<file path="config.mk">
export PLATFORM = sky130hd
export DESIGN_NAME = gradient_noise_octave_generator_top
export DESIGN_NICKNAME = d
export VERILOG_FILES = /design/src/rtl/core/gno_pkg.sv /design/src/rtl/core/gradient_noise_octave_generator_top.sv /design/src/rtl/core/gno_front.sv /design/src/rtl/core/gno_back.sv
export SDC_FILE = /design/constraint.sdc
export NUM_CORES = 2
export LEC_CHECK = 0
export ABC_AREA = 1
export BUFFER_PORTS_ARGS = -buffer_cell sky130_fd_sc_hd__clkbuf_2
export CORE_ASPECT_RATIO = 1.4
export CORE_MARGIN = 2
export CORE_UTILIZATION = 25
export DETAILED_ROUTE_END_ITERATION = 6
export PLACE_DENSITY_LB_ADDON = 0.15
export SKIP_CTS_REPAIR_TIMING = 1
export SLEW_MARGIN = 20
export SYNTH_ARGS = -nofsm -noshare
export SYNTH_HDL_FRONTEND = slang
export SYNTH_SLANG_ARGS = --single-unit
</file>
<file path="constraint.sdc">
create_clock -name clk -period 14.9 [get_ports clk]
set_clock_uncertainty 0.15 [all_clocks]
set_input_delay 1.49 -clock clk [delete_from_list [all_inputs] [get_ports clk]]
set_output_delay 1.49 -clock clk [all_outputs]
set_load 0.1 [all_outputs]
</file>
<file path="src/rtl/core/gno_pkg.sv">
// Shared types, constants and the gradient selection function for the
// gradient noise octave generator. No dependencies.
package gno_pkg;

  localparam int TABLE_SIZE      = 256;
  localparam int CELL_W          = 8;
  localparam int FRAC_W          = 16;
  localparam int COORD_W         = CELL_W + FRAC_W;
  localparam int MAX_OCTAVES_DEF = 8;
  localparam int NOISE_W         = 20;
  localparam int OUT_W           = 19;
  localparam int CFG_W           = 17;
  localparam int CFG_IDX_W       = 2;
  localparam int AMP_W           = 17;
  localparam int GRAD_W          = 19;
  localparam int DELTA_W         = 18;
  localparam int MUL_A_W         = 24;
  localparam int MUL_B_W         = 18;
  localparam int PROD_W          = MUL_A_W + MUL_B_W;
  localparam int ONE             = 1 << FRAC_W;
  localparam int OUT_MAX         = 262143;
  localparam int OUT_MIN         = -262144;

  localparam logic OP_LOAD = 1'b0;
  localparam logic OP_EVAL = 1'b1;

  typedef enum logic [CFG_IDX_W-1:0] {
    REG_DIMENSION   = 2'd0,
    REG_OCTAVES     = 2'd1,
    REG_PERSISTENCE = 2'd2,
    REG_GAIN        = 2'd3
  } cfg_reg_t;

  typedef struct packed {
    logic               is_eval;
    logic [CELL_W-1:0]  table_index;
    logic [CELL_W-1:0]  table_value;
    logic [COORD_W-1:0] x;
    logic [COORD_W-1:0] y;
    logic [COORD_W-1:0] z;
  } item_t;

  typedef struct packed {
    logic             three;
    logic [3:0]       octave_count;
    logic [CFG_W-1:0] persistence;
    logic [CFG_W-1:0] gain;
  } cfg_t;

  function automatic logic signed [GRAD_W-1:0] grad_dot(
    input logic [3:0]                h,
    input logic signed [DELTA_W-1:0] dx,
    input logic signed [DELTA_W-1:0] dy,
    input logic signed [DELTA_W-1:0] dz
  );
    logic signed [GRAD_W-1:0] a;
    logic signed [GRAD_W-1:0] b;
    a = (h < 4'd8) ? GRAD_W'(dx) : GRAD_W'(dy);
    if (h < 4'd4) begin
      b = GRAD_W'(dy);
    end else if ((h == 4'd12) || (h == 4'd14)) begin
      b = GRAD_W'(dx);
    end else begin
      b = GRAD_W'(dz);
    end
    if (h[1]) begin
      b = -b;
    end
    if (h[0]) begin
      a = -a;
    end
    return a + b;
  endfunction

endpackage

</file>
<file path="src/rtl/core/gradient_noise_octave_generator_top.sv">
// Top level of the gradient noise octave generator: configuration
// registers, front end queue and back end sequencer. Uses gno_pkg,
// gno_front and gno_back.
//
// Improved gradient noise summed over octaves, 2D or 3D. A load item
// (operation 0) writes one byte of the 256-entry permutation table and
// is taken while the back end is idle; load every entry an evaluation can
// reach before evaluating. An evaluate item occupies the back end until
// its result enters the output register, which it waits for while the
// register is full. Each octave uses one shared multiplier (fades,
// interpolations, amplitude) and one table read port (10 or 14 chained
// reads). Items queue two deep in front; one result waits in the output
// register. Write configuration only while the block is idle.
module gradient_noise_octave_generator_top #(
  parameter int MAX_OCTAVES = gno_pkg::MAX_OCTAVES_DEF
) (
  input  logic                               clk,
  input  logic                               rst_n,
  input  logic                               in_push,
  output logic                               in_full,
  input  logic                               in_operation,
  input  logic [gno_pkg::CELL_W-1:0]         in_table_index,
  input  logic [gno_pkg::CELL_W-1:0]         in_table_value,
  input  logic [gno_pkg::COORD_W-1:0]        in_x_coord,
  input  logic [gno_pkg::COORD_W-1:0]        in_y_coord,
  input  logic [gno_pkg::COORD_W-1:0]        in_z_coord,
  output logic                               out_empty,
  input  logic                               out_pop,
  output logic signed [gno_pkg::OUT_W-1:0]   out_noise_value,
  input  logic                               cfg_we,
  input  logic [gno_pkg::CFG_IDX_W-1:0]      cfg_index,
  input  logic [gno_pkg::CFG_W-1:0]          cfg_data
);

  gno_pkg::cfg_t  cfg_r;
  logic           q_valid;
  gno_pkg::item_t q_item;
  logic           q_pop;

  always_ff @(posedge clk) begin
    if (!rst_n) begin
      cfg_r.three        <= 1'b0;
      cfg_r.octave_count <= 4'd5;
      cfg_r.persistence  <= 17'd16384;
      cfg_r.gain         <= 17'd49200;
    end else if (cfg_we) begin
      case (gno_pkg::cfg_reg_t'(cfg_index))
        gno_pkg::REG_DIMENSION:   cfg_r.three        <= cfg_data[0];
        gno_pkg::REG_OCTAVES:     cfg_r.octave_count <= cfg_data[3:0];
        gno_pkg::REG_PERSISTENCE: cfg_r.persistence  <= cfg_data;
        gno_pkg::REG_GAIN:        cfg_r.gain         <= cfg_data;
        default:                  cfg_r              <= cfg_r;
      endcase
    end
  end

  gno_front u_front (
    .clk            (clk),
    .rst_n          (rst_n),
    .in_push        (in_push),
    .in_full        (in_full),
    .in_operation   (in_operation),
    .in_table_index (in_table_index),
    .in_table_value (in_table_value),
    .in_x_coord     (in_x_coord),
    .in_y_coord     (in_y_coord),
    .in_z_coord     (in_z_coord),
    .q_valid        (q_valid),
    .q_item         (q_item),
    .q_pop          (q_pop)
  );

  gno_back #(
    .MAX_OCTAVES (MAX_OCTAVES)
  ) u_back (
    .clk             (clk),
    .rst_n           (rst_n),
    .q_valid         (q_valid),
    .q_item          (q_item),
    .q_pop           (q_pop),
    .cfg             (cfg_r),
    .out_empty       (out_empty),
    .out_pop         (out_pop),
    .out_noise_value (out_noise_value)
  );

endmodule

</file>
<file path="src/rtl/core/gno_front.sv">
// Front end: accepts items, classifies them as table load or evaluate,
// and holds them in a two-entry queue for the back end. Uses gno_pkg.
module gno_front (
  input  logic                          clk,
  input  logic                          rst_n,
  input  logic                          in_push,
  output logic                          in_full,
  input  logic                          in_operation,
  input  logic [gno_pkg::CELL_W-1:0]    in_table_index,
  input  logic [gno_pkg::CELL_W-1:0]    in_table_value,
  input  logic [gno_pkg::COORD_W-1:0]   in_x_coord,
  input  logic [gno_pkg::COORD_W-1:0]   in_y_coord,
  input  logic [gno_pkg::COORD_W-1:0]   in_z_coord,
  output logic                          q_valid,
  output gno_pkg::item_t                q_item,
  input  logic                          q_pop
);

  gno_pkg::item_t q_r [2];
  logic           wp_r;
  logic           rp_r;
  logic [1:0]     cnt_r;
  logic           do_push;
  logic           do_pop;
  gno_pkg::item_t item_nxt;

  assign in_full = (cnt_r == 2'd2);
  assign q_valid = (cnt_r != 2'd0);
  assign q_item  = q_r[rp_r];
  assign do_push = in_push && !in_full;
  assign do_pop  = q_pop && q_valid;

  always_comb begin
    item_nxt.is_eval     = (in_operation == gno_pkg::OP_EVAL);
    item_nxt.table_index = in_table_index;
    item_nxt.table_value = in_table_value;
    item_nxt.x           = in_x_coord;
    item_nxt.y           = in_y_coord;
    item_nxt.z           = in_z_coord;
  end

  always_ff @(posedge clk) begin
    if (!rst_n) begin
      wp_r  <= 1'b0;
      rp_r  <= 1'b0;
      cnt_r <= 2'd0;
    end else begin
      if (do_push) begin
        q_r[wp_r] <= item_nxt;
        wp_r      <= ~wp_r;
      end
      if (do_pop) begin
        rp_r <= ~rp_r;
      end
      case ({do_push, do_pop})
        2'b10:   cnt_r <= cnt_r + 2'd1;
        2'b01:   cnt_r <= cnt_r - 2'd1;
        default: cnt_r <= cnt_r;
      endcase
    end
  end

endmodule

</file>
<file path="src/rtl/core/gno_back.sv">
// Back end: permutation table memory, fade / gradient / lerp sequencer
// around one shared multiplier, octave accumulation and output register.
// Uses gno_pkg.
module gno_back #(
  parameter int MAX_OCTAVES = gno_pkg::MAX_OCTAVES_DEF
) (
  input  logic                        clk,
  input  logic                        rst_n,
  input  logic                        q_valid,
  input  gno_pkg::item_t              q_item,
  output logic                        q_pop,
  input  gno_pkg::cfg_t               cfg,
  output logic                        out_empty,
  input  logic                        out_pop,
  output logic signed [gno_pkg::OUT_W-1:0] out_noise_value
);

  localparam int FW      = gno_pkg::FRAC_W;
  localparam int NW      = gno_pkg::NOISE_W;
  localparam int AW      = gno_pkg::MUL_A_W;
  localparam int OCT_W   = $clog2(MAX_OCTAVES + 1);
  localparam int CMP_W   = (OCT_W > 4) ? OCT_W : 4;
  localparam int TOT_W   = 38 + $clog2(MAX_OCTAVES);
  localparam int LO_BITS = 19;
  localparam int HI_W    = TOT_W - LO_BITS;
  localparam int LO_W    = LO_BITS + gno_pkg::CFG_W;
  localparam int SHIFT   = FW + 16;
  localparam int FIN_W   = TOT_W + 19;
  localparam int RES_W   = FIN_W - SHIFT;
  localparam logic [3:0] LAST_RK_2D = 4'd9;
  localparam logic [3:0] LAST_RK_3D = 4'd13;
  localparam logic [2:0] LAST_LK_2D = 3'd2;
  localparam logic [2:0] LAST_LK_3D = 3'd6;

  typedef enum logic [3:0] {
    S_IDLE, S_FA, S_FB, S_FC, S_FD, S_RD, S_RDL, S_LM, S_LA,
    S_AM, S_AC, S_AP, S_FN0, S_FN1, S_FN2, S_OUT
  } state_t;

  state_t                            state_r;
  logic                              three_r;
  logic [gno_pkg::COORD_W-1:0]       cx_r, cy_r, cz_r;
  logic [OCT_W-1:0]                  oct_r;
  logic [gno_pkg::AMP_W-1:0]         amp_r;
  logic signed [TOT_W-1:0]           total_r;
  logic [1:0]                        fi_r;
  logic [FW-1:0]                     t2_r;
  logic [FW:0]                       fade_r [3];
  logic [3:0]                        rk_r;
  logic [gno_pkg::CELL_W-1:0]        h_r [14];
  logic [2:0]                        lk_r;
  logic signed [NW-1:0]              la_r;
  logic signed [NW-1:0]              l_r [7];
  logic [LO_W-1:0]                   lo_r;
  logic signed [FIN_W-1:0]           fin_r;
  logic                              ovalid_r;
  logic [gno_pkg::OUT_W-1:0]         out_r;
  logic [gno_pkg::CELL_W-1:0]        rd_r;
  logic signed [gno_pkg::PROD_W-1:0] prod_r;
  logic [gno_pkg::CELL_W-1:0]        mem [gno_pkg::TABLE_SIZE];

  logic                              mem_we;
  logic [gno_pkg::CELL_W-1:0]        raddr;
  logic [FW-1:0]                     t_sel;
  logic [21:0]                       p_full;
  logic signed [AW-1:0]              mul_a;
  logic signed [gno_pkg::MUL_B_W-1:0] mul_b;
  logic [gno_pkg::CFG_W-1:0]         pers_eff;
  logic [CMP_W-1:0]                  n_eff;
  logic [3:0]                        last_rk;
  logic [2:0]                        last_lk;
  logic signed [gno_pkg::DELTA_W-1:0] xf, yf, zf, x1, y1, z1;
  logic [3:0]                        ga_hash, gb_hash;
  logic [2:0]                        ga_corner, gb_corner;
  logic signed [gno_pkg::GRAD_W-1:0] ga, gb;
  logic signed [NW-1:0]              lerp_a, lerp_b;
  logic [FW:0]                       lerp_t;
  logic signed [NW:0]                diff;
  logic signed [NW-1:0]              noise;
  logic signed [HI_W-1:0]            hi_part;
  logic signed [FIN_W-1:0]           hi_ext;
  logic signed [RES_W-1:0]           res;
  logic [gno_pkg::CELL_W-1:0]        xc, yc, zc;

  assign q_pop           = (state_r == S_IDLE) && q_valid;
  assign mem_we          = q_pop && !q_item.is_eval;
  assign out_empty       = !ovalid_r;
  assign out_noise_value = $signed(out_r);

  assign last_rk = three_r ? LAST_RK_3D : LAST_RK_2D;
  assign last_lk = three_r ? LAST_LK_3D : LAST_LK_2D;
  assign noise   = three_r ? l_r[6] : l_r[2];
  assign hi_part = total_r[TOT_W-1:LO_BITS];
  assign res     = fin_r[FIN_W-1:SHIFT];
  assign hi_ext  = FIN_W'($signed(prod_r[HI_W+gno_pkg::MUL_B_W-1:0]));

  assign xc = cx_r[gno_pkg::COORD_W-1:FW];
  assign yc = cy_r[gno_pkg::COORD_W-1:FW];
  assign zc = cz_r[gno_pkg::COORD_W-1:FW];

  assign pers_eff = (cfg.persistence > gno_pkg::CFG_W'(gno_pkg::ONE)) ?
                    gno_pkg::CFG_W'(gno_pkg::ONE) : cfg.persistence;

  always_comb begin
    if (cfg.octave_count == 4'd0) begin
      n_eff = CMP_W'(1);
    end else if (CMP_W'(cfg.octave_count) > CMP_W'(MAX_OCTAVES)) begin
      n_eff = CMP_W'(MAX_OCTAVES);
    end else begin
      n_eff = CMP_W'(cfg.octave_count);
    end
  end

  // fade: t^3 * (6 t^2 - 15 t + 10), with t2 already reduced
  always_comb begin
    case (fi_r)
      2'd0:    t_sel = cx_r[FW-1:0];
      2'd1:    t_sel = cy_r[FW-1:0];
      default: t_sel = cz_r[FW-1:0];
    endcase
    p_full = 22'd6 * 22'(t2_r) + 22'(10 * gno_pkg::ONE) - 22'd15 * 22'(t_sel);
  end

  // table read addresses: cell hashes, then the corner hashes
  always_comb begin
    case (rk_r)
      4'd0:    raddr = xc;
      4'd1:    raddr = xc + 8'd1;
      4'd2:    raddr = h_r[0] + yc;
      4'd3:    raddr = h_r[0] + yc + 8'd1;
      4'd4:    raddr = h_r[1] + yc;
      4'd5:    raddr = h_r[1] + yc + 8'd1;
      4'd6:    raddr = h_r[2] + zc;
      4'd7:    raddr = h_r[4] + zc;
      4'd8:    raddr = h_r[3] + zc;
      4'd9:    raddr = h_r[5] + zc;
      4'd10:   raddr = h_r[2] + zc + 8'd1;
      4'd11:   raddr = h_r[4] + zc + 8'd1;
      4'd12:   raddr = h_r[3] + zc + 8'd1;
      4'd13:   raddr = h_r[5] + zc + 8'd1;
      default: raddr = xc;
    endcase
  end

  always_comb begin
    xf = $signed(gno_pkg::DELTA_W'(cx_r[FW-1:0]));
    yf = $signed(gno_pkg::DELTA_W'(cy_r[FW-1:0]));
    zf = $signed(gno_pkg::DELTA_W'(cz_r[FW-1:0]));
    x1 = xf - gno_pkg::DELTA_W'(gno_pkg::ONE);
    y1 = yf - gno_pkg::DELTA_W'(gno_pkg::ONE);
    z1 = zf - gno_pkg::DELTA_W'(gno_pkg::ONE);
  end

  // corner bit 0 picks x-1, bit 1 y-1, bit 2 z-1
  always_comb begin
    case (lk_r)
      3'd0: begin
        ga_hash = h_r[6][3:0];  ga_corner = 3'd0;
        gb_hash = h_r[7][3:0];  gb_corner = 3'd1;
      end
      3'd1: begin
        ga_hash = h_r[8][3:0];  ga_corner = 3'd2;
        gb_hash = h_r[9][3:0];  gb_corner = 3'd3;
      end
      3'd3: begin
        ga_hash = h_r[10][3:0]; ga_corner = 3'd4;
        gb_hash = h_r[11][3:0]; gb_corner = 3'd5;
      end
      3'd4: begin
        ga_hash = h_r[12][3:0]; ga_corner = 3'd6;
        gb_hash = h_r[13][3:0]; gb_corner = 3'd7;
      end
      default: begin
        ga_hash = h_r[6][3:0];  ga_corner = 3'd0;
        gb_hash = h_r[7][3:0];  gb_corner = 3'd1;
      end
    endcase
    ga = gno_pkg::grad_dot(ga_hash, ga_corner[0] ? x1 : xf,
                           ga_corner[1] ? y1 : yf, ga_corner[2] ? z1 : zf);
    gb = gno_pkg::grad_dot(gb_hash, gb_corner[0] ? x1 : xf,
                           gb_corner[1] ? y1 : yf, gb_corner[2] ? z1 : zf);
  end

  always_comb begin
    case (lk_r)
      3'd0, 3'd1, 3'd3, 3'd4: begin
        lerp_a = NW'(ga);
        lerp_b = NW'(gb);
        lerp_t = fade_r[0];
      end
      3'd2: begin
        lerp_a = l_r[0];
        lerp_b = l_r[1];
        lerp_t = fade_r[1];
      end
      3'd5: begin
        lerp_a = l_r[3];
        lerp_b = l_r[4];
        lerp_t = fade_r[1];
      end
      3'd6: begin
        lerp_a = l_r[2];
        lerp_b = l_r[5];
        lerp_t = fade_r[2];
      end
      default: begin
        lerp_a = '0;
        lerp_b = '0;
        lerp_t = '0;
      end
    endcase
    diff = (NW+1)'(lerp_b) - (NW+1)'(lerp_a);
  end

  always_comb begin
    mul_a = '0;
    mul_b = '0;
    case (state_r)
      S_FA: begin
        mul_a = $signed(AW'(t_sel));
        mul_b = $signed(gno_pkg::MUL_B_W'(t_sel));
      end
      S_FB: begin
        mul_a = $signed(AW'(prod_r[2*FW-1:FW]));
        mul_b = $signed(gno_pkg::MUL_B_W'(t_sel));
      end
      S_FC: begin
        mul_a = $signed(AW'(p_full[19:0]));
        mul_b = $signed(gno_pkg::MUL_B_W'(prod_r[2*FW-1:FW]));
      end
      S_LM: begin
        mul_a = AW'(diff);
        mul_b = $signed(gno_pkg::MUL_B_W'(lerp_t));
      end
      S_AM: begin
        mul_a = AW'(noise);
        mul_b = $signed(gno_pkg::MUL_B_W'(amp_r));
      end
      S_AC: begin
        mul_a = $signed(AW'(amp_r));
        mul_b = $signed(gno_pkg::MUL_B_W'(pers_eff));
      end
      S_FN0: begin
        mul_a = $signed(AW'(total_r[LO_BITS-1:0]));
        mul_b = $signed(gno_pkg::MUL_B_W'(cfg.gain));
      end
      S_FN1: begin
        mul_a = AW'(hi_part);
        mul_b = $signed(gno_pkg::MUL_B_W'(cfg.gain));
      end
      default: begin
        mul_a = '0;
        mul_b = '0;
      end
    endcase
  end

  always_ff @(posedge clk) begin
    prod_r <= mul_a * mul_b;
  end

  always_ff @(posedge clk) begin
    if (mem_we) begin
      mem[q_item.table_index] <= q_item.table_value;
    end
    rd_r <= mem[raddr];
  end

  always_ff @(posedge clk) begin
    if (!rst_n) begin
      state_r  <= S_IDLE;
      ovalid_r <= 1'b0;
    end else begin
      // a result leaving in S_OUT is replaced there by the next one
      if (out_pop && ovalid_r && (state_r != S_OUT)) begin
        ovalid_r <= 1'b0;
      end
      case (state_r)
        S_IDLE: begin
          if (q_valid && q_item.is_eval) begin
            three_r <= cfg.three;
            cx_r    <= q_item.x;
            cy_r    <= q_item.y;
            cz_r    <= cfg.three ? q_item.z : '0;
            oct_r   <= '0;
            amp_r   <= gno_pkg::AMP_W'(gno_pkg::ONE);
            total_r <= '0;
            fi_r    <= 2'd0;
            state_r <= S_FA;
          end
        end
        S_FA: state_r <= S_FB;
        S_FB: begin
          t2_r    <= prod_r[2*FW-1:FW];
          state_r <= S_FC;
        end
        S_FC: state_r <= S_FD;
        S_FD: begin
          fade_r[fi_r] <= prod_r[2*FW:FW];
          if (fi_r == (three_r ? 2'd2 : 2'd1)) begin
            rk_r    <= 4'd0;
            state_r <= S_RD;
          end else begin
            fi_r    <= fi_r + 2'd1;
            state_r <= S_FA;
          end
        end
        S_RD: begin
          // read data is registered, so it belongs to the previous address
          if (rk_r != 4'd0) begin
            h_r[rk_r - 4'd1] <= rd_r;
          end
          if (rk_r == last_rk) begin
            state_r <= S_RDL;
          end else begin
            rk_r <= rk_r + 4'd1;
          end
        end
        S_RDL: begin
          h_r[rk_r] <= rd_r;
          lk_r      <= 3'd0;
          state_r   <= S_LM;
        end
        S_LM: begin
          la_r    <= lerp_a;
          state_r <= S_LA;
        end
        S_LA: begin
          l_r[lk_r] <= la_r + prod_r[FW+NW-1:FW];
          if (lk_r == last_lk) begin
            state_r <= S_AM;
          end else begin
            lk_r    <= lk_r + 3'd1;
            state_r <= S_LM;
          end
        end
        S_AM: state_r <= S_AC;
        S_AC: begin
          total_r <= total_r + TOT_W'(prod_r);
          state_r <= S_AP;
        end
        S_AP: begin
          amp_r <= prod_r[2*FW:FW];
          // next octave: double the frequency
          cx_r  <= {cx_r[gno_pkg::COORD_W-2:0], 1'b0};
          cy_r  <= {cy_r[gno_pkg::COORD_W-2:0], 1'b0};
          cz_r  <= {cz_r[gno_pkg::COORD_W-2:0], 1'b0};
          if (CMP_W'(oct_r) + CMP_W'(1) == n_eff) begin
            state_r <= S_FN0;
          end else begin
            oct_r   <= oct_r + OCT_W'(1);
            fi_r    <= 2'd0;
            state_r <= S_FA;
          end
        end
        S_FN0: state_r <= S_FN1;
        S_FN1: begin
          lo_r    <= prod_r[LO_W-1:0];
          state_r <= S_FN2;
        end
        S_FN2: begin
          fin_r   <= (hi_ext <<< LO_BITS) + $signed(FIN_W'(lo_r));
          state_r <= S_OUT;
        end
        S_OUT: begin
          // hold until the output register is free
          if (!ovalid_r || out_pop) begin
            if (res > $signed(RES_W'(gno_pkg::OUT_MAX))) begin
              out_r <= gno_pkg::OUT_W'(gno_pkg::OUT_MAX);
            end else if (res < $signed(RES_W'(gno_pkg::OUT_MIN))) begin
              out_r <= gno_pkg::OUT_W'(gno_pkg::OUT_MIN);
            end else begin
              out_r <= res[gno_pkg::OUT_W-1:0];
            end
            ovalid_r <= 1'b1;
            state_r  <= S_IDLE;
          end
        end
        default: state_r <= S_IDLE;
      endcase
    end
  end

endmodule

</file>
Word level (Yosys, flattened, before mapping)
Memories as Yosys holds them, arrays and structs flattened. A register that Yosys moved wholly into a read port is not among the register bits. Index checks and enable logic that the tools add are counted.

Bits in registers: 384. Bits in latches: 0. Memory bits (writable): 2529. Bits in read-only memories: 0. Output and inout bits: 21. Memories kept: 5.

$add $sub $neg: 35. Multipliers: 3. Div/mod/pow operators: 0. $lt $le $gt $ge: 8. Eq/ne operators: 58. Shift operators: 0. Muxes and demuxes: 92. Bitwise logic cells: 2. Reductions and logical operators: 48.

Memory list: u_back.mem (words 256, width 8, read ports 1, clocked after Yosys merged registers in 1, write ports 1, RTL line gno_back.sv:60) `logic [gno_pkg::CELL_W-1:0] mem [gno_pkg::TABLE_SIZE];`; u_front.q_r (words 2, width 89, read ports 1, clocked after Yosys merged registers in 1, write ports 1, RTL line gno_front.sv:19) `gno_pkg::item_t q_r [2];`; u_back.l_r (words 7, width 20, read ports 7, clocked after Yosys merged registers in 0, write ports 1, RTL line gno_back.sv:53) `logic signed [NW-1:0] l_r [7];`; u_back.h_r (words 14, width 8, read ports 14, clocked after Yosys merged registers in 0, write ports 1, RTL line gno_back.sv:50) `logic [gno_pkg::CELL_W-1:0] h_r [14];`; u_back.fade_r (words 3, width 17, read ports 3, clocked after Yosys merged registers in 0, write ports 1, RTL line gno_back.sv:48) `logic [FW:0] fade_r [3];`.

Operators by type and width (number): 2-to-1 mux 19 bit (11); case mux 24 bit (8 select lines) (1); case mux 20 bit (4 select lines) (2); case mux 24 bit (2 select lines) (3); 2-to-1 mux 18 bit (6); case mux 8 bit (13 select lines) (1); case mux 17 bit (6 select lines) (1); 2-to-1 mux 24 bit (4); case mux 41 bit (2 select lines) (1); negator 19 bit (4); == test 4 bit (second input constant) (18); case mux 4 bit (16 select lines) (1); adder 59 x 37 -> 60 bit (1); adder 8 x 1 -> 8 bit (second input constant) (7); subtractor 16 x 17 -> 18 bit (second input constant) (3); case mux 17 bit (3 select lines) (1); adder 8 bit (6); 2-to-1 mux 4 bit (12); adder 41 bit (1); multiplier 24 x 18 -> 41 bit (1); 2-to-1 mux 41 bit (1); adder 19 bit (2); 2-to-1 mux 17 bit (2); case mux 17 bit (2 select lines) (1); 60 further kinds (155).

Depth between registers and ports, before layout
Depth in word-level cells: 13. Depth in mapped cells: 77. Gate-level depth less buffers: 75.

Hierarchy
A second synthesis with hierarchy kept.

Cells, all modules: 15350. Area, all modules: 149000.4 um^2.

Modules (own cells, without submodules): gno_back (instances 1, cells an instance 14798, area each 140697.4 um^2, sequential area each 78044.9 um^2); gno_front (instances 1, cells an instance 314, area each 6701.4 um^2, sequential area each 5445.2 um^2); gradient_noise_octave_generator_top (instances 1, cells an instance 238, area each 1601.5 um^2, sequential area each 780.7 um^2).

Worst setup path after synthesis
OpenSTA, ideal clock, no wires.

Kind: flip-flop to flip-flop. From: reg u_back.lk_r[0]. To: reg u_back.prod_r[39] (netlist bit). Setup time: 0.120 ns. Arrival: 11.172 ns. Setup slack: 3.458 ns. Stages on the path, launching flop included: 69. Path buffers: 4. Clock period less this slack: 11.442 ns. Path through: edfxtp_1 ha_1 ha_1 buf_2 nor2_4 nand2_2 nor2_2 nor2_4 nand2_1 clkbuf_1 o22ai_1 a31oi_1 ha_1 inv_1 nor2_1 nand2_1 nor2_1 nor2_1 [33 not listed] fa_1 clkbuf_1 inv_1 or2_2 nand2_1 o21ai_0 fa_1 fa_1 inv_1 fa_1 inv_1 ha_1 a21o_1 a221oi_1 o21ai_0 nor2_1 nand3_1 xor2_1.

Cells in the longest elaborated chain, start to end: 13.

RTL lines: start, declared (RTL line gno_back.sv:51) `logic [2:0] lk_r;`; start signal, assigned (RTL line gno_back.sv:333) `lk_r <= lk_r + 3'd1;`; == test 3 bit (tied with other cells) (RTL line gno_back.sv:156, gno_back.sv:185); case mux 4 bit (3 select lines) (RTL line gno_back.sv:156) `case (lk_r)`; == test 4 bit (RTL line gno_pkg.sv:61) `end else if ((h == 4'd12) || (h == 4'd14)) begin`; logical OR 1 bit (RTL line gno_pkg.sv:61); 2-to-1 mux 19 bit (RTL line gno_pkg.sv:61); 2-to-1 mux 19 bit (RTL line gno_pkg.sv:59) `if (h < 4'd4) begin`; negator 19 bit (RTL line gno_pkg.sv:67) `b = -b;`; 2-to-1 mux 19 bit (RTL line gno_pkg.sv:66) `if (h[1]) begin`; adder 19 bit (RTL line gno_pkg.sv:72) `return a + b;`; case mux 20 bit (4 select lines) (*) (RTL line gno_back.sv:185) `case (lk_r)`; named net u_back.lerp_a[9] (RTL line gno_back.sv:76) `logic signed [NW-1:0] lerp_a, lerp_b;`; subtractor 20 x 20 -> 21 bit (*) (RTL line gno_back.sv:212) `diff = (NW+1)'(lerp_b) - (NW+1)'(lerp_a);`; case mux 24 bit (8 select lines) (*) (RTL line gno_back.sv:218) `case (state_r)`; multiplier 24 x 18 -> 41 bit (*) (RTL line gno_back.sv:259) `prod_r <= mul_a * mul_b;`; end signal, assigned (RTL line gno_back.sv:259); end, declared (RTL line gno_back.sv:59) `logic signed [gno_pkg::PROD_W-1:0] prod_r;`.

The timed path passes the listed nets; every way through them passes the cells marked *. A chain may end at the register's enable or synchronous reset.

Worst setup path after layout
From: reg u_back.lk_r[2]. To: reg u_back.prod_r[33] (netlist bit).

Cells in the longest elaborated chain, start to end: 13.

RTL lines (RTL line): == test 3 bit (tied with other cells) (gno_back.sv:156, gno_back.sv:185); case mux 4 bit (3 select lines) (gno_back.sv:156); == test 4 bit (gno_pkg.sv:61); logical OR 1 bit (gno_pkg.sv:61); 2-to-1 mux 19 bit (gno_pkg.sv:61); 2-to-1 mux 19 bit (gno_pkg.sv:59); negator 19 bit (gno_pkg.sv:67); 2-to-1 mux 19 bit (gno_pkg.sv:66); adder 19 bit (gno_pkg.sv:72); case mux 20 bit (4 select lines) (gno_back.sv:185); subtractor 20 x 20 -> 21 bit (gno_back.sv:212); case mux 24 bit (8 select lines) (gno_back.sv:218); multiplier 24 x 18 -> 41 bit (*) (gno_back.sv:259).

Mark *: on every way between the ends. The rest lies on a longest branch, timed or not.

==> impl_metrics.env <==
export IMPL_run_status="completed"
export IMPL_leakagePower_nw=66.5
export IMPL_synth_flop_cell="edfxtp_1"
export IMPL_cp_num_buf_inv=12
export IMPL_synthArstFlopShare_pct=0
export IMPL_start_util_pct=25.1
export IMPL_gp_congestion=0.898
export IMPL_io_pins=134
export IMPL_grt_start_max_net_pins=162
export IMPL_power_internal_mw=16.7
export IMPL_grt_overflow=0
export IMPL_slowest_stage="fa_1"
export IMPL_p_clk_share_pct=27.1
export IMPL_yosysTopAreaCell="edfxtp_1"
export IMPL_cp_data_required_time_ps=15630
export IMPL_setup_viol=0
export IMPL_yosys_warnings=0
export IMPL_clk_pin_slew_ps=60
export IMPL_first_pass_iters=5
export IMPL_grt_pass1_vias=108000
export IMPL_p_sw_share_pct=41.5
export IMPL_viasPerCell=4.70
export IMPL_grt_pass1_wl_um=794000
export IMPL_power_density_nw_per_um2=171
export IMPL_max_freq_ghz=0.0717
export IMPL_dpl_cell_area_um2=157000
export IMPL_hold_path_class="reg -> reg"
export IMPL_finalHoldViolations=0
export IMPL_routedWlPerCell_um=24.2
export IMPL_final_nets=15800
export IMPL_slew_limit_headroom_pct=18.8
export IMPL_die_h_um=913
export IMPL_cts_root_buf="clkbuf_16"
export IMPL_dp_hpwl_um=366000
export IMPL_end_kind="flip-flop"
export IMPL_path_max_fanout=19
export IMPL_tns_ps=0
export IMPL_syn_inst=15000
export IMPL_antenna_found_initial=31
export IMPL_path_common_cell="nand2_1"
export IMPL_syn_nets=15800
export IMPL_comb_power_share_pct=38.0
export IMPL_io_buffers=133
export IMPL_start_kind="flip-flop"
export IMPL_synth_area_leaders="edfxtp_1 56%, nand2_1 10%, nand3_1 8.5%"
export IMPL_cap_viol_max_count=0
export IMPL_drive_gt1_share_pct=6.55
export IMPL_drc=0
export IMPL_clkLatencyLatePin_ps=1020
export IMPL_cp_arrival_ps=14680
export IMPL_worst_pin_slew_ps=1220
export IMPL_switching_power_mw=11.9
export IMPL_drt_initial_drc_count=7674
export IMPL_cp_slowest_stage_delay_ps=780
export IMPL_grt_setup_unrepaired="no"
export IMPL_synth_common_cells="4,006 x nand2_1, 2,741 x edfxtp_1, 2,515 x nand3_1"
export IMPL_p_seq_share_pct=34.9
export IMPL_cts_buffers_inserted=318
export IMPL_synth_top_area_share_pct=55.8
export IMPL_core_area_um2=587000
export IMPL_netlist_area_um2=148000
export IMPL_cts_sinks=2839
export IMPL_wirelength_um=554000
export IMPL_vias=107000
export IMPL_final_max_slew_viol_count=0
export IMPL_synth_area_per_cell_um2=9.87
export IMPL_final_cell_area_um2=167000
export IMPL_clock_path_buffers=4
export IMPL_dieArea_um2=597000
export IMPL_cp_top_family="adder cells"
export IMPL_ir_drop_mv=0.306
export IMPL_synth_edf_count=2741
export IMPL_netlist_cell_type_count=63
export IMPL_die_w_um=653
export IMPL_period_needed_ps=13960
export IMPL_grtUsageTotal_pct=18.1
export IMPL_ys_seq_area_share_pct=57.1
export IMPL_yosys_cell_count_top_type="nand2_1"
export IMPL_core_rowCount=333
export IMPL_cts_tree="done"
export IMPL_htreeDepth=5
export IMPL_criticalPathCategory="reg -> reg"
export IMPL_ant_nets=0
export IMPL_power_mw=28.6
export IMPL_finalCritPeriodShare_pct=93.7
export IMPL_synthToLayoutAreaGrowth_pct=13.2
export IMPL_synth_seq_cells=2839
[power groups by stage]
| stage | clock network, mW | logic, mW | registers (mW) |
|---|---|---|---|
| 6_report | 7.75 | 10.9 | 9.96 |
| 5_1_grt | 8.24 | 11.9 | 9.98 |
| 4_1_cts | 7.97 | 11.1 | 9.97 |
| 3_5_place_dp | 0 | 11.0 | 10.1 |
| 3_3_place_gp | 0 | 11.0 | 10.1 |
| 2_1_floorplan | 0 | 6.33 | 10.1 |
[final timing paths]
path | from | end | slack [ps] | depth (start not counted)
worst max-delay path | u_back.lk_r[2] | u_back.prod_r[33] | 940 | 62
worst min-delay path | u_front.rp_r | flip-flop | 290 | 1
worst max register to register | u_back.lk_r[2] | u_back.prod_r[33] | 940 | 62
worst min register to register | u_front.rp_r | flip-flop | 290 | 1
[cell type report]
cell class                 instances  area [µm²]
clock inverter                   155        1310
sequential                      2839       84300
clock buffer                     413        8520
tap                             7705        9640
antenna                            6        15.0
timing repair buffer             403        2910
inverter                        1536        5780
fill                           61900      420000
multi-input combinational       9818       54700
[logic make-up after synthesis]
| kind of cell | count (synthesis) | share of synthesized area (%) |
|---|---|---|
| xor gates and xnor gates | 190 | 1.13 |
| DFF | 2839 | 57.1 |
| AOI/OAI and AO/OA | 1074 | 4.25 |
| and+or+nand+nor | 7773 | 22.6 |
| adders and majority gates | 771 | 8.69 |
| muxes | 10 | 0.0678 |
| buffers and inverters | 2298 | 6.15 |
[sequential cells by signal (all words and copies together), names as in the netlist, 2 cells and up, named ones only]
name                    cells
u_back.amp_r               17
u_back.out_noise_value     19
u_back.mem               2048
u_back.rd_r                 8
u_back.prod_r              41
u_back.cz_r                24
u_back.fi_r                 2
u_back.fade_r              51
u_back.cx_r                24
cfg_r                      39
u_back.lk_r                 3
u_back.l_r                140
u_back.t2_r                16
u_back.cy_r                24
u_back.lo_r                17
u_back.fin_r               28
u_back.h_r                 80
u_back.state_r              4
u_back.oct_r                4
u_front.cnt_r               2
u_front.q_r               178
u_back.total_r             41
u_back.rk_r                 4
u_back.la_r                20
[layout by cell type, fill, tap and decap left out, types with 24 or more instances in the layout]
cell type  netlist  final
inv_1         1509   1505
or2_2           49     49
a21oi_1        412    405
clkbuf_2         0    133
clkinv_1        16     80
xnor2_1         53     53
buf_4           12    253
fa_1           424    424
nor3_1          71     61
ha_1           347    347
a221oi_1        27     26
nand3_1       2515   2502
o22ai_1         30     30
nand4_1        107    107
o211ai_1        33     33
edfxtp_1      2741   2741
xor2_1         137    137
dfxtp_1         98     97
o21a_1          24     24
nand2_1       4006   3991
nand3b_1        87     87
clkinv_2         0     42
clkbuf_1       378     80
a31oi_1         76     76
nor2_1         874    858
clkbuf_16        0    323
o21ai_0        288    283
[metrics by stage]
step,instances,utilization (%),hold slack [ps],setup slack [ps]
2_1_floorplan,15000,-,274,3460
3_3_place_gp,22300,26.8,280,386
3_5_place_dp,22300,26.8,281,581
4_1_cts,22900,28.4,291,520
5_1_grt,22900,28.4,339,1.98
6_report,22900,28.4,294,944
[routing by layer]
layer	GRT usage [%]	up-vias	wire length, µm
met5	0	-	21
li1	-	50500	-
met4	6.74	4	23300
met3	1.92	787	20600
met2	33.3	2421	288000
met1	21.6	53700	222000
No activity file was read; power rests on OpenSTA's default activity.
